===== config.mk =====
export PLATFORM = sky130hd
export DESIGN_NAME = buddy_ctrl
export DESIGN_NICKNAME = d
export VERILOG_FILES = /design/src/sv/buddy_pkg.sv /design/src/sv/buddy_ctrl.sv
export SDC_FILE = /design/constraint.sdc
export NUM_CORES = 1
export LEC_CHECK = 0
export ABC_AREA = 1
export BUFFER_PORTS_ARGS = -buffer_cell sky130_fd_sc_hd__buf_2
export CAP_MARGIN = 20
export CORE_AREA = 5 5 57 59
export DETAILED_ROUTE_END_ITERATION = 12
export DIE_AREA = 0 0 62 64
export PLACE_DENSITY = 0.81
export SLEW_MARGIN = 25
export SYNTH_ARGS = -nofsm -noshare
export SYNTH_HDL_FRONTEND = slang
export SYNTH_SLANG_ARGS = --single-unit

===== constraint.sdc =====
create_clock -name clk_i -period 3.3 [get_ports clk_i]
set_input_delay 0.825 -clock clk_i [delete_from_list [all_inputs] [get_ports clk_i]]
set_output_delay 0.825 -clock clk_i [all_outputs]
set_load 0.02 [all_outputs]

===== src/sv/buddy_pkg.sv =====
// ----------------------------------------------------------------------------
// buddy_pkg
// Shared types and codes of the buddy allocator: node kinds, result codes,
// controller states and the command/status bundles between ctrl and datapath.
// ----------------------------------------------------------------------------
package buddy_pkg;

  localparam int unsigned MaxLevelsDef = 10;
  localparam int unsigned CfgW         = 5;

  typedef enum logic [1:0] {
    KIND_ABSENT = 2'd0,
    KIND_FREE   = 2'd1,
    KIND_SPLIT  = 2'd2,
    KIND_DATA   = 2'd3
  } kind_e;

  typedef enum logic [2:0] {
    ST_OK        = 3'd0,
    ST_NOSPACE   = 3'd1,
    ST_UNALIGNED = 3'd2,
    ST_BOUNDS    = 3'd3,
    ST_NOTALLOC  = 3'd4,
    ST_BADCFG    = 3'd5
  } status_e;

  typedef enum logic {
    CFG_LARGEST  = 1'b0,
    CFG_SMALLEST = 1'b1
  } cfg_reg_e;

  typedef enum logic [2:0] {
    DEC_NONE, DEC_LOAD, DEC_ONE, DEC_TWO, DEC_THREE
  } dec_e;

  typedef enum logic [1:0] {
    MEM_NONE, MEM_RD, MEM_WR
  } mem_e;

  typedef enum logic [2:0] {
    A_CLR, A_N, A_B, A_PUSH, A_PREV, A_NEXT, A_HEAD
  } addr_e;

  typedef enum logic [2:0] {
    W_CLR, W_KIND, W_SETPREV, W_PUSH, W_ULP, W_ULQ
  } wsel_e;

  typedef enum logic [1:0] {
    H_NONE, H_UNLINK, H_PUSH, H_ROOT
  } head_e;

  typedef enum logic [1:0] {
    L_HOLD, L_INC, L_DEC
  } lvl_e;

  typedef enum logic [1:0] {
    SS_ZERO, SS_END, SS_NODE
  } start_e;

  typedef enum logic [4:0] {
    S_CLEAR, S_IDLE, S_DEC1, S_DEC2, S_DEC3, S_DISP,
    S_A_ENT, S_UL_P, S_UL_PW, S_UL_Q, S_UL_QW, S_UL_END,
    S_A_SPLIT, S_PUSH, S_PUSH_OW, S_PUSH_NW,
    S_F_RD, S_F_WALK, S_F_MERGE, S_F_BCHK, S_DONE
  } state_e;

  typedef struct packed {
    dec_e    dec;
    mem_e    mem;
    addr_e   addr;
    wsel_e   wsel;
    kind_e   kind;
    logic    push_flip;
    logic    ent_ld;
    head_e   head;
    lvl_e    lvl;
    logic    res_set;
    status_e st;
    start_e  ss;
  } ctl_t;

  typedef struct packed {
    logic  cfg_wr;
    logic  clr_last;
    logic  is_free;
    logic  cfg_ok;
    logic  zero_cnt;
    logic  too_big;
    logic  found;
    logic  unal;
    logic  at_end;
    logic  oob;
    kind_e rd_kind;
    logic  ent_pok;
    logic  ent_nok;
    logic  hok_lvl;
    logic  lvl_lt_tgt;
    logic  lvl_ge_deep;
    logic  lvl_zero;
    logic  out_busy;
  } sts_t;

endpackage


===== src/sv/buddy_ctrl.sv =====
// ----------------------------------------------------------------------------
// buddy_ctrl
// Sequencer: memory clear, request decode, free list unlink/push, alloc
// split walk, free search and buddy merge, result handoff.
// ----------------------------------------------------------------------------
module buddy_ctrl (
  input  logic            clk_i,
  input  logic            rst_ni,
  input  logic            in_valid_i,
  output logic            in_ready_o,
  input  buddy_pkg::sts_t sts_i,
  output buddy_pkg::ctl_t ctl_o
);
  import buddy_pkg::*;

  state_e  state_q, state_d;
  status_e st_q, st_d;
  start_e  ss_q, ss_d;

  always_ff @(posedge clk_i or negedge rst_ni) begin
    if (!rst_ni) begin
      state_q <= S_CLEAR;
      st_q    <= ST_OK;
      ss_q    <= SS_ZERO;
    end else begin
      state_q <= state_d;
      st_q    <= st_d;
      ss_q    <= ss_d;
    end
  end

  always_comb begin
    state_d    = state_q;
    st_d       = st_q;
    ss_d       = ss_q;
    ctl_o      = '0;
    in_ready_o = 1'b0;
    ctl_o.push_flip = !sts_i.is_free;

    case (state_q)
      S_CLEAR: begin
        ctl_o.mem  = MEM_WR;
        ctl_o.addr = A_CLR;
        ctl_o.wsel = W_CLR;
        if (sts_i.clr_last) state_d = S_IDLE;
      end
      S_IDLE: begin
        in_ready_o = 1'b1;
        if (in_valid_i) begin
          ctl_o.dec = DEC_LOAD;
          state_d   = S_DEC1;
        end
      end
      S_DEC1: begin
        ctl_o.dec = DEC_ONE;
        state_d   = S_DEC2;
      end
      S_DEC2: begin
        ctl_o.dec = DEC_TWO;
        state_d   = S_DEC3;
      end
      S_DEC3: begin
        ctl_o.dec = DEC_THREE;
        state_d   = S_DISP;
      end
      S_DISP: begin
        st_d    = ST_OK;
        ss_d    = SS_ZERO;
        state_d = S_DONE;
        if (!sts_i.cfg_ok) begin
          st_d = ST_BADCFG;
        end else if (!sts_i.is_free) begin
          if (sts_i.zero_cnt) begin
            ss_d = SS_END;
          end else if (sts_i.too_big || !sts_i.found) begin
            st_d = ST_NOSPACE;
          end else begin
            ctl_o.mem  = MEM_RD;
            ctl_o.addr = A_N;
            state_d    = S_A_ENT;
          end
        end else begin
          if (sts_i.unal) begin
            st_d = ST_UNALIGNED;
          end else if (sts_i.at_end) begin
            st_d = ST_OK;
          end else if (sts_i.oob) begin
            st_d = ST_BOUNDS;
          end else begin
            ctl_o.mem  = MEM_RD;
            ctl_o.addr = A_N;
            state_d    = S_F_WALK;
          end
        end
      end
      S_A_ENT: begin
        ctl_o.ent_ld = 1'b1;
        state_d      = S_UL_P;
      end
      // unlink the node held in the entry register from its level list
      S_UL_P: begin
        if (sts_i.ent_pok) begin
          ctl_o.mem  = MEM_RD;
          ctl_o.addr = A_PREV;
          state_d    = S_UL_PW;
        end else begin
          ctl_o.head = H_UNLINK;
          state_d    = S_UL_Q;
        end
      end
      S_UL_PW: begin
        ctl_o.mem  = MEM_WR;
        ctl_o.addr = A_PREV;
        ctl_o.wsel = W_ULP;
        state_d    = S_UL_Q;
      end
      S_UL_Q: begin
        if (sts_i.ent_nok) begin
          ctl_o.mem  = MEM_RD;
          ctl_o.addr = A_NEXT;
          state_d    = S_UL_QW;
        end else begin
          state_d = S_UL_END;
        end
      end
      S_UL_QW: begin
        ctl_o.mem  = MEM_WR;
        ctl_o.addr = A_NEXT;
        ctl_o.wsel = W_ULQ;
        state_d    = S_UL_END;
      end
      S_UL_END: begin
        if (!sts_i.is_free) begin
          state_d = S_A_SPLIT;
        end else begin
          // buddy merged away, move up one level
          ctl_o.mem  = MEM_WR;
          ctl_o.addr = A_B;
          ctl_o.wsel = W_KIND;
          ctl_o.kind = KIND_ABSENT;
          ctl_o.lvl  = L_DEC;
          state_d    = S_F_MERGE;
        end
      end
      S_A_SPLIT: begin
        ctl_o.mem  = MEM_WR;
        ctl_o.addr = A_N;
        ctl_o.wsel = W_KIND;
        if (sts_i.lvl_lt_tgt) begin
          ctl_o.kind = KIND_SPLIT;
          ctl_o.lvl  = L_INC;
          state_d    = S_PUSH;
        end else begin
          ctl_o.kind = KIND_DATA;
          st_d       = ST_OK;
          ss_d       = SS_NODE;
          state_d    = S_DONE;
        end
      end
      // push onto the level list: right child on alloc, the node on free
      S_PUSH: begin
        if (sts_i.hok_lvl) begin
          ctl_o.mem  = MEM_RD;
          ctl_o.addr = A_HEAD;
          state_d    = S_PUSH_OW;
        end else begin
          state_d = S_PUSH_NW;
        end
      end
      S_PUSH_OW: begin
        ctl_o.mem  = MEM_WR;
        ctl_o.addr = A_HEAD;
        ctl_o.wsel = W_SETPREV;
        state_d    = S_PUSH_NW;
      end
      S_PUSH_NW: begin
        ctl_o.mem  = MEM_WR;
        ctl_o.addr = A_PUSH;
        ctl_o.wsel = W_PUSH;
        ctl_o.head = H_PUSH;
        if (sts_i.is_free) begin
          st_d    = ST_OK;
          ss_d    = SS_ZERO;
          state_d = S_DONE;
        end else begin
          state_d = S_A_SPLIT;
        end
      end
      S_F_RD: begin
        ctl_o.mem  = MEM_RD;
        ctl_o.addr = A_N;
        state_d    = S_F_WALK;
      end
      S_F_WALK: begin
        if (sts_i.rd_kind == KIND_DATA) begin
          state_d = S_F_MERGE;
        end else if (sts_i.rd_kind != KIND_SPLIT || sts_i.lvl_ge_deep) begin
          st_d    = ST_NOTALLOC;
          ss_d    = SS_ZERO;
          state_d = S_DONE;
        end else begin
          ctl_o.lvl = L_INC;
          state_d   = S_F_RD;
        end
      end
      S_F_MERGE: begin
        if (sts_i.lvl_zero) begin
          ctl_o.mem  = MEM_WR;
          ctl_o.addr = A_N;
          ctl_o.wsel = W_KIND;
          ctl_o.kind = KIND_FREE;
          ctl_o.head = H_ROOT;
          st_d       = ST_OK;
          ss_d       = SS_ZERO;
          state_d    = S_DONE;
        end else begin
          ctl_o.mem  = MEM_RD;
          ctl_o.addr = A_B;
          state_d    = S_F_BCHK;
        end
      end
      S_F_BCHK: begin
        if (sts_i.rd_kind != KIND_FREE) begin
          state_d = S_PUSH;
        end else begin
          ctl_o.ent_ld = 1'b1;
          ctl_o.mem    = MEM_WR;
          ctl_o.addr   = A_N;
          ctl_o.wsel   = W_KIND;
          ctl_o.kind   = KIND_ABSENT;
          state_d      = S_UL_P;
        end
      end
      S_DONE: begin
        ctl_o.st = st_q;
        ctl_o.ss = ss_q;
        if (!sts_i.out_busy) begin
          ctl_o.res_set = 1'b1;
          state_d       = S_IDLE;
        end
      end
      default: state_d = S_CLEAR;
    endcase

    // any config write rebuilds the tree
    if (sts_i.cfg_wr) state_d = S_CLEAR;
  end

endmodule


==> qor.json, run 1 <==
{
  "die": {
    "start_util_pct": 50.7,
    "placeable_core_region_um2": 2660,
    "boundaryPins": 48,
    "rows": 19,
    "die_h_um": 64,
    "die_x_um": 62,
    "die-area_um2": 3970
  },
  "worst_setup_path": {
    "worst_r2r_path_depth": 9,
    "worstPathRequired_ns": 2.47,
    "r2r_start": "state_q[0]$_DFFE_PN0P_",
    "critical_path.slowest_cell": "sky130_fd_sc_hd__dfrtp_1",
    "timing.critical_path.to_type": "output port",
    "worst-endpoint-arrival_ns": 1.83,
    "r2r_slack_ns": 1.65,
    "type_of_the_setup_path_with_the_least_slack": "flip-flop to output port",
    "peak_fanout_along_the_critical_path": 8,
    "cp_cell_sequence": "nor2_4 > nand2_4 > inv_2 > nand3_1 > nand2_1 > nor2_1 > nand4_1 > buf_2",
    "worst_path_largest_cell_delay_ns": 0.47,
    "critPathLaunchType": "flip-flop",
    "r2r_end": "ss_q[0]$_DFFE_PN0P_"
  },
  "place": {
    "dp.final_hpwl_mm": 3.21,
    "io_buffer_count": 47,
    "gpl_wtd_cong": 0.899
  },
  "synth": {
    "syn-cell-area_um2": 1350,
    "synthesis.nets": 253,
    "synth-seq-cells": 10,
    "avgSynthCellArea_um2": 5.84,
    "synth-seq-area-share_pct": 18.5,
    "syn_inst": 231,
    "synth_edf_count": 0,
    "ys_warn_count": 0,
    "synth.distinct_cells": 24,
    "synthFlopType": "sky130_fd_sc_hd__dfrtp_1",
    "postSynth.asyncResetShare_pct": 100
  },
  "power_and_ir_drop": {
    "cellLeakagePower_nw": 1.08,
    "powerDensity_nw_per_um2": 579,
    "seqPwrFrac_pct": 24.6,
    "vdd_drop_max_uv": 427,
    "portion_of_total_power_attributed_to_the_clock_network_pct": 8.6,
    "p_total_uw": 937,
    "power.combinational.fraction_pct": 66.8,
    "sw_frac_of_total_pct": 55.3,
    "power_report.internal_total_uw": 419,
    "switchingPower_uw": 519
  },
  "sta": {
    "hold_slack_ns": 0.415,
    "fin_crit_ns": 2.66,
    "fin_skew_ns": 0.00223,
    "worst_margin_slew_ns": 0.457,
    "slew_headroom_pct": 69.5,
    "final-hold-violation-count": 0,
    "layout_worst_path_cycle_share_pct": 80.5,
    "slew_violations": 0,
    "setup_tns_ns": 0,
    "rsz0062_at_grt": "no",
    "final-setup-viol-count": 0,
    "max_freq_mhz": 377
  },
  "route": {
    "drt-pass1-iter-count": 4,
    "route.detailed.wl_per_inst_um": 12.2,
    "final_antenna_net_count": 0,
    "drt_wl_total_mm": 3.78,
    "iter_0_drt_violations": 91,
    "drcViolationCount": 0,
    "vias_per_cell": 5.19,
    "routed-via-count": 1610
  },
  "clock_tree": {
    "numCtsBuffers": 3,
    "cts_htree_levels": 1,
    "cts_repair_resize_count": 0,
    "post-cts-setup-buffers": 0,
    "clock_sinks": 10,
    "postCtsHoldBufs": 0,
    "tritoncts": "built",
    "clockBufferDepth": 2,
    "cts.reportedPaths.clkPinSlew_ns": 0.06,
    "worstSkewPairLatency_ns": 0.26,
    "clock-root-buffer": "sky130_fd_sc_hd__clkbuf_4"
  },
  "final_layout": {
    "antenna_cells": 0,
    "mostFrequentLayoutCell": "sky130_fd_sc_hd__nand2_1",
    "design.final.nets": 303,
    "ff_latch_area_um2": 250,
    "final_layout_size_suffix_gt1_share_pct": 31.2,
    "layout.cells.most_common_list": "sky130_fd_sc_hd__nand2_1 (59), sky130_fd_sc_hd__buf_2 (47), sky130_fd_sc_hd__nor2_1 (36)",
    "syn_to_final_growth_pct": 20.0,
    "fillers": 286,
    "multi_input_comb_area_um2": 913
  },
  "status": {
    "status": "finished, final reports clean"
  },
  "hold_path": {
    "min_path_type": "primary input to async pin"
  },
  "global_route": {
    "grt_pass1_wl_mm": 6.28,
    "globalRouteTotalUtil_pct": 20.5,
    "grt_pass1_vias": 1547,
    "grt_remaining_overflow": 0,
    "antenna_found_initial": 0,
    "grt_max_degree": 12
  },
  "flow_run": {
    "timing.max_cap.violations": 0
  }
}
[layout make-up]
type / instances / share of cell area [%]
Clock buffer: 3 / 1.39
Inverter: 40 / 9.42
Sequential cell: 10 / 15.4
Tap cell: 31 / 2.39
Timing Repair Buffer: 48 / 15.0
Multi-Input combinational cell: 178 / 56.4
[cells in the mapped netlist, types with 2 or more instances]
master / n / area share, %
sky130_fd_sc_hd__a31oi_1: 2 / 0.93
sky130_fd_sc_hd__nand2_4: 4 / 3.3
sky130_fd_sc_hd__nand2_1: 59 / 16
sky130_fd_sc_hd__nand3b_1: 2 / 1.1
sky130_fd_sc_hd__nand2_2: 4 / 1.9
sky130_fd_sc_hd__nor3_1: 5 / 1.9
sky130_fd_sc_hd__nor2_1: 36 / 10
sky130_fd_sc_hd__nor2_2: 6 / 2.8
sky130_fd_sc_hd__nor2_4: 6 / 5.0
sky130_fd_sc_hd__nand3_2: 4 / 3.0
sky130_fd_sc_hd__nand4_1: 6 / 2.8
sky130_fd_sc_hd__buf_6: 3 / 2.5
sky130_fd_sc_hd__nand3_1: 30 / 11
sky130_fd_sc_hd__inv_1: 31 / 8.6
sky130_fd_sc_hd__dfrtp_1: 10 / 19
sky130_fd_sc_hd__inv_2: 8 / 2.2
sky130_fd_sc_hd__o21ai_0: 8 / 3.0
[how the worst max path moves through the flow]
stage / startpoint / end / slack (ns) / cells after the start
after floorplan: sts_i[14] / ctl_o[20] / 0.88 / 4
after global placement: sts_i[16] / ctl_o[20] / 0.66 / 6
after detailed placement: sts_i[16] / ctl_o[20] / 0.65 / 6
after CTS: sts_i[16] / ctl_o[20] / 0.64 / 6
after global routing: state_q[3]$_DFFE_PN0P_ / ctl_o[21] / 0.46 / 8
final: state_q[3]$_DFFE_PN0P_ / ctl_o[21] / 0.64 / 8
[routing by layer]
metal,global-route usage [%],vias to the layer above,wire length (um)
met4,2.65,0,9
li1,-,825,-
met3,5.03,2,302
met1,25.7,703,1610
met2,35.5,80,1860
met5,0,-,0
[cells by family after synthesis]
group           after synthesis  synth area share [%]
compound gates               13                  6.21
simple gates                165                  61.4
flops                        10                  18.5
buf+inv                      43                  13.8
[power by group through the flow]
stage	sequential, mW	clock [mW]	combinational [mW]
after floorplan	0.202	0	0.518
after global placement	0.230	0	0.614
after detailed placement	0.231	0	0.625
after CTS	0.230	0.0836	0.625
after global routing	0.235	0.0919	0.697
final	0.231	0.0803	0.626
[registers in the layout (all words and copies together) (netlist names)]
| name | cells |
|---|---|
| st_q | 3 |
| state_q | 5 |
| ss_q | 2 |
[critical path: cells and delay by family (launching register included)]
family	cells	cell delay (ns)
simple gates	6	0.85
flops	1	0.47
buf+inv	2	0.25
[metrics by stage]
stage	setup slack (ns)	utilization (%)	cells	area (um^2)
floorplan	0.884	-	231	1350
global placement	0.656	60.0	307	1600
detailed placement	0.646	60.0	307	1600
CTS	0.644	60.9	310	1620
global route	0.455	60.9	310	1620
finish	0.644	60.9	310	1620
(Power assumes the default switching activity.)
==> inputs of run 2 (changes only) <==
--- a/config.mk
+++ b/config.mk
@@ -8,10 +8,10 @@
 export ABC_AREA = 1
 export BUFFER_PORTS_ARGS = -buffer_cell sky130_fd_sc_hd__buf_2
 export CAP_MARGIN = 20
-export CORE_AREA = 5 5 57 59
+export CORE_AREA = 5 5 61 63
 export DETAILED_ROUTE_END_ITERATION = 12
-export DIE_AREA = 0 0 62 64
-export PLACE_DENSITY = 0.81
+export DIE_AREA = 0 0 66 68
+export PLACE_DENSITY = 0.75
 export SLEW_MARGIN = 25
 export SYNTH_ARGS = -nofsm -noshare
 export SYNTH_HDL_FRONTEND = slang
==> constraint.sdc (replaced) <==
create_clock -name clk_i -period 2.1 [get_ports clk_i]
set_input_delay 0.525 -clock clk_i [delete_from_list [all_inputs] [get_ports clk_i]]
set_output_delay 0.525 -clock clk_i [all_outputs]
set_load 0.02 [all_outputs]
==> run 2 against run 1 <==
Effect of this change: the flow now finishes with violations (negative setup slack); register-to-register slack worse by 1.2 ns; critical path depth down 3; utilization is 2.3 points higher; count of clock-buffer cells in the layout grew 1; sequential share of layout area shrank 2.7 points; via count grew 11%; worst hold slack lost 0.30 ns.
==> qor.json, run 2 (synthesis gave the netlist of run 1 again) <==
{
  "final_layout": {
    "top_register": {"value": "state_q", "change": "unchanged"},
    "fillers": {"value": 315, "change": "was 286"},
    "final_layout_size_suffix_gt1_share": {"value": 45.7, "unit": "%", "change": "was 31.2%"},
    "layout.cells.most_common_list": {"value": "sky130_fd_sc_hd__nand2_1 (53), sky130_fd_sc_hd__buf_4 (33), sky130_fd_sc_hd__buf_2 (32)", "change": "was sky130_fd_sc_hd__nand2_1 (59), sky130_fd_sc_hd__buf_2 (47), sky130_fd_sc_hd__nor2_1 (36)"},
    "top_regs": {"value": "state_q: 5 flops, st_q: 3 flops, ss_q: 2 flops", "change": "unchanged"},
    "finish.cell_count_without_fillers": {"value": 350, "change": "was 310"},
    "antenna_cells": {"value": 0, "change": "unchanged"},
    "mostFrequentLayoutCell": {"value": "sky130_fd_sc_hd__nand2_1", "change": "unchanged"},
    "design.final.nets": {"value": 327, "change": "was 303"},
    "syn_to_final_growth": {"value": 48.7, "unit": "%", "change": "was 20.0%"},
    "flip_flop_count_of_the_largest_register_after_layout": {"value": 5, "change": "unchanged"}
  },
  "power_and_ir_drop": {
    "p_total": {"value": 1.91, "unit": "mW", "change": "was 937 uW"},
    "cellLeakagePower": {"value": 1.21, "unit": "nW", "change": "was 1.08 nW"},
    "sw_frac_of_total": {"value": 51.4, "unit": "%", "change": "was 55.3%"},
    "power_report.internal_total": {"value": 929, "unit": "uW", "change": "was 419 uW"},
    "seqPwrFrac": {"value": 19.8, "unit": "%", "change": "was 24.6%"},
    "powerDensity": {"value": 952, "unit": "nW/um^2", "change": "was 579 nW/um^2"},
    "power.combinational.fraction": {"value": 71.2, "unit": "%", "change": "was 66.8%"},
    "switchingPower": {"value": 983, "unit": "uW", "change": "was 519 uW"},
    "portion_of_total_power_attributed_to_the_clock_network": {"value": 9.0, "unit": "%", "change": "was 8.6%"},
    "vdd_drop_max": {"value": 479, "unit": "uV", "change": "was 427 uV"}
  },
  "worst_setup_path": {
    "timing.critical_path.max_delay_family": {"value": "simple AND/OR/NAND/NOR gates", "change": "unchanged"},
    "critical_path.n_buffers_inverters": {"value": 2, "change": "unchanged"},
    "critical_path.slowest_cell": {"value": "sky130_fd_sc_hd__dfrtp_2", "change": "was sky130_fd_sc_hd__dfrtp_1"},
    "cp_cell_sequence": {"value": "buf_4 > nor3_1 > nor3_2 > nand4_1 > buf_4", "change": "was nor2_4 > nand2_4 > inv_2 > nand3_1 > nand2_1 > nor2_1 > nand4_1 > buf_2"},
    "worst-endpoint-arrival": {"value": 1.68, "unit": "ns", "change": "was 1.83 ns"},
    "peak_fanout_along_the_critical_path": {"value": 8, "change": "unchanged"},
    "worst_path_largest_cell_delay": {"value": 0.52, "unit": "ns", "change": "was 0.47 ns"},
    "timing.critical_path.to_type": {"value": "output port", "change": "unchanged"},
    "worstPathRequired": {"value": 1.57, "unit": "ns", "change": "was 2.47 ns"},
    "critPathLaunchType": {"value": "flip-flop", "change": "unchanged"},
    "critical_path.most_common_cell": "sky130_fd_sc_hd__buf_4",
    "type_of_the_setup_path_with_the_least_slack": {"value": "flip-flop to output port", "change": "unchanged"}
  },
  "sta": {
    "slew_headroom": {"value": 74.3, "unit": "%", "change": "was 69.5%"},
    "worst_margin_slew": {"value": 0.383, "unit": "ns", "change": "was 0.457 ns"},
    "fin_crit_ns": 2.20,
    "layout_worst_path_cycle_share_pct": 105,
    "hold_slack": {"value": 0.113, "unit": "ns", "change": "was 0.415 ns"},
    "final-hold-violation-count": {"value": 0, "change": "unchanged"},
    "rsz0062_at_grt": {"value": "yes", "change": "was no"},
    "fin_ws": {"value": -0.104, "unit": "ns", "change": "was 0.644 ns"},
    "setup_tns": {"value": -0.498, "unit": "ns", "change": "was 0 ns"},
    "max_freq_mhz": 454,
    "slew_violations": {"value": 0, "change": "unchanged"},
    "final-setup-viol-count": {"value": 9, "change": "was 0"},
    "fin_skew": {"value": 0.00277, "unit": "ns", "change": "was 0.00223 ns"}
  },
  "place": {
    "dp.cells": {"value": 331, "change": "was 307"},
    "io_buffer_count": {"value": 47, "change": "unchanged"},
    "gpl_wtd_cong": {"value": 1.01, "change": "was 0.899"},
    "dp.final_hpwl": {"value": 3.47, "unit": "mm", "change": "was 3.21 mm"}
  },
  "route": {
    "vias_per_cell": {"value": 5.09, "change": "was 5.19"},
    "route.detailed.wl_per_inst": {"value": 13.6, "unit": "um", "change": "was 12.2 um"},
    "drcViolationCount": {"value": 0, "change": "unchanged"},
    "routed-via-count": {"value": 1781, "change": "was 1,610"},
    "drt-pass1-iter-count": {"value": 4, "change": "unchanged"},
    "iter_0_drt_violations": {"value": 94, "change": "was 91"},
    "final_antenna_net_count": {"value": 0, "change": "unchanged"},
    "drt_wl_total": {"value": 4.76, "unit": "mm", "change": "was 3.78 mm"}
  },
  "die": {
    "start_util": {"value": 42.5, "unit": "%", "change": "was 50.7%"},
    "die-area": {"value": 4490, "unit": "um^2", "change": "was 3970 um^2"},
    "die_h": {"value": 68, "unit": "um", "change": "was 64 um"},
    "die_x": {"value": 66, "unit": "um", "change": "was 62 um"},
    "placeable_core_region": {"value": 3180, "unit": "um^2", "change": "was 2660 um^2"},
    "rows": {"value": 21, "change": "was 19"},
    "boundaryPins": {"value": 48, "change": "unchanged"}
  },
  "global_route": {
    "grt_remaining_overflow": {"value": 0, "change": "unchanged"},
    "global_route.peak_usage_layer": {"value": "met2", "change": "unchanged"},
    "grt_pass1_wl": {"value": 7.23, "unit": "mm", "change": "was 6.28 mm"},
    "antenna_found_initial": {"value": 0, "change": "unchanged"},
    "use_met3": {"value": 4.27, "unit": "%", "change": "was 5.03%"},
    "grt_max_degree": {"value": 11, "change": "was 12"},
    "grt_util_met1": {"value": 24.9, "unit": "%", "change": "was 25.7%"},
    "globalRouteTotalUtil": {"value": 20.4, "unit": "%", "change": "was 20.5%"},
    "grt_pass1_vias": {"value": 1676, "change": "was 1,547"},
    "groute.layer.met2.usage": {"value": 37.5, "unit": "%", "change": "was 35.5%"}
  },
  "flow_run": {
    "timing.max_cap.violations": {"value": 0, "change": "unchanged"}
  },
  "clock_tree": {
    "cts.reportedPaths.clkPinSlew": {"value": 0.07, "unit": "ns", "change": "was 0.06 ns"},
    "clock-root-buffer": {"value": "sky130_fd_sc_hd__clkbuf_4", "change": "unchanged"},
    "clock_sinks": {"value": 10, "change": "unchanged"},
    "tritoncts": {"value": "built", "change": "unchanged"},
    "numCtsBuffers": {"value": 3, "change": "unchanged"},
    "worstSkewPairLatency": {"value": 0.26, "unit": "ns", "change": "about the same"},
    "postCtsHoldBufs": {"value": 0, "change": "unchanged"},
    "cts_htree_levels": {"value": 1, "change": "unchanged"},
    "clockBufferDepth": {"value": 2, "change": "unchanged"}
  },
  "status": {
    "status": {"value": "complete, but fails checks", "change": "was finished, final reports clean"},
    "failed_checks": "negative setup slack"
  },
  "hold_path": {
    "min_path_type": {"value": "primary input to async pin", "change": "unchanged"}
  }
}
[run 2: cell types whose count changed in the layout (fill, tap and decap cells not counted), moves of 6 or more]
cell                      delta
sky130_fd_sc_hd__buf_2      -15
sky130_fd_sc_hd__nor2_1      -6
sky130_fd_sc_hd__nand2_1     -6
sky130_fd_sc_hd__buf_4      +32
sky130_fd_sc_hd__buf_6       +6
[run 2: path summary, 6_finish.rpt]
| check | start | endpoint | slack [ns] | depth (start not counted) |
|---|---|---|---|---|
| worst max-delay path | state_q[0]$_DFFE_PN0P_ | ctl_o[17] | -0.10 | 5 |
| worst min-delay path | rst_ni | state_q[4]$_DFFE_PN0P_ | 0.11 | 1 |
| worst max register to register | state_q[0]$_DFFE_PN0P_ | state_q[4]$_DFFE_PN0P_ | 0.44 | 10 |
| worst min register to register | ss_q[1]$_DFFE_PN0P_ | ss_q[1]$_DFFE_PN0P_ | 0.47 | 2 |
| max in group asynchronous | rst_ni | state_q[3]$_DFFE_PN0P_ | 1.77 | 1 |
| min in group clk_i | sts_i[18] | state_q[3]$_DFFE_PN0P_ | 0.44 | 2 |
[run 2: final cells by class]
type	instances	area (um^2)	area share, %
Clock buffer	4	36.3	1.81
Tap cell	46	57.6	2.87
Timing Repair Buffer	72	495	24.7
Sequential cell	10	255	12.7
Multi-Input combinational cell	178	1010	50.1
Inverter	40	158	7.85
[run 2: routing by layer]
metal,share of wire [%],wire [um],up-vias
li1,-,-,886
met1,41,1960,801
met2,50,2390,88
met3,7.5,355,6
met4,1.2,59,0
met5,0,0,-
[run 2: metrics by stage]
step | worst slack [ns] | instance area, um^2 | utilization [%]
2_1_floorplan | 0.185 | 1350 | -
3_3_place_gp | 0.0465 | 1680 | 53.0
3_5_place_dp | 0.0379 | 1680 | 53.0
4_1_cts | -0.0467 | 1890 | 59.5
5_1_grt | -0.195 | 2010 | 63.2
6_report | -0.104 | 2010 | 63.2
[run 2: worst reg2reg max path, cell delays in order, from the launching register on]
cell and delay, ns:
sky130_fd_sc_hd__dfrtp_2 0.54, sky130_fd_sc_hd__nand2_4 0.13, sky130_fd_sc_hd__nor2_4 0.17, sky130_fd_sc_hd__nand2_4 0.08
sky130_fd_sc_hd__buf_12 0.14, sky130_fd_sc_hd__buf_4 0.13, sky130_fd_sc_hd__o21ai_0 0.16, sky130_fd_sc_hd__nor2_1 0.07
sky130_fd_sc_hd__nand2_1 0.07, sky130_fd_sc_hd__nand2_1 0.05, sky130_fd_sc_hd__nand2_1 0.06
[run 2: repair_timing]
item,4_1_cts,5_1_grt
pin swaps,8,9
endpoints found under the setup margin,21,20
buffers inserted,11,4
resized for setup,25,31
[run 2: power groups by stage]
stage / logic [mW] / clock network (mW) / registers, mW
after floorplan: 0.814 / 0 / 0.317
after global placement: 1.04 / 0 / 0.357
after detailed placement: 1.05 / 0 / 0.360
after CTS: 1.17 / 0.179 / 0.375
after global routing: 1.47 / 0.191 / 0.384
final: 1.36 / 0.172 / 0.378
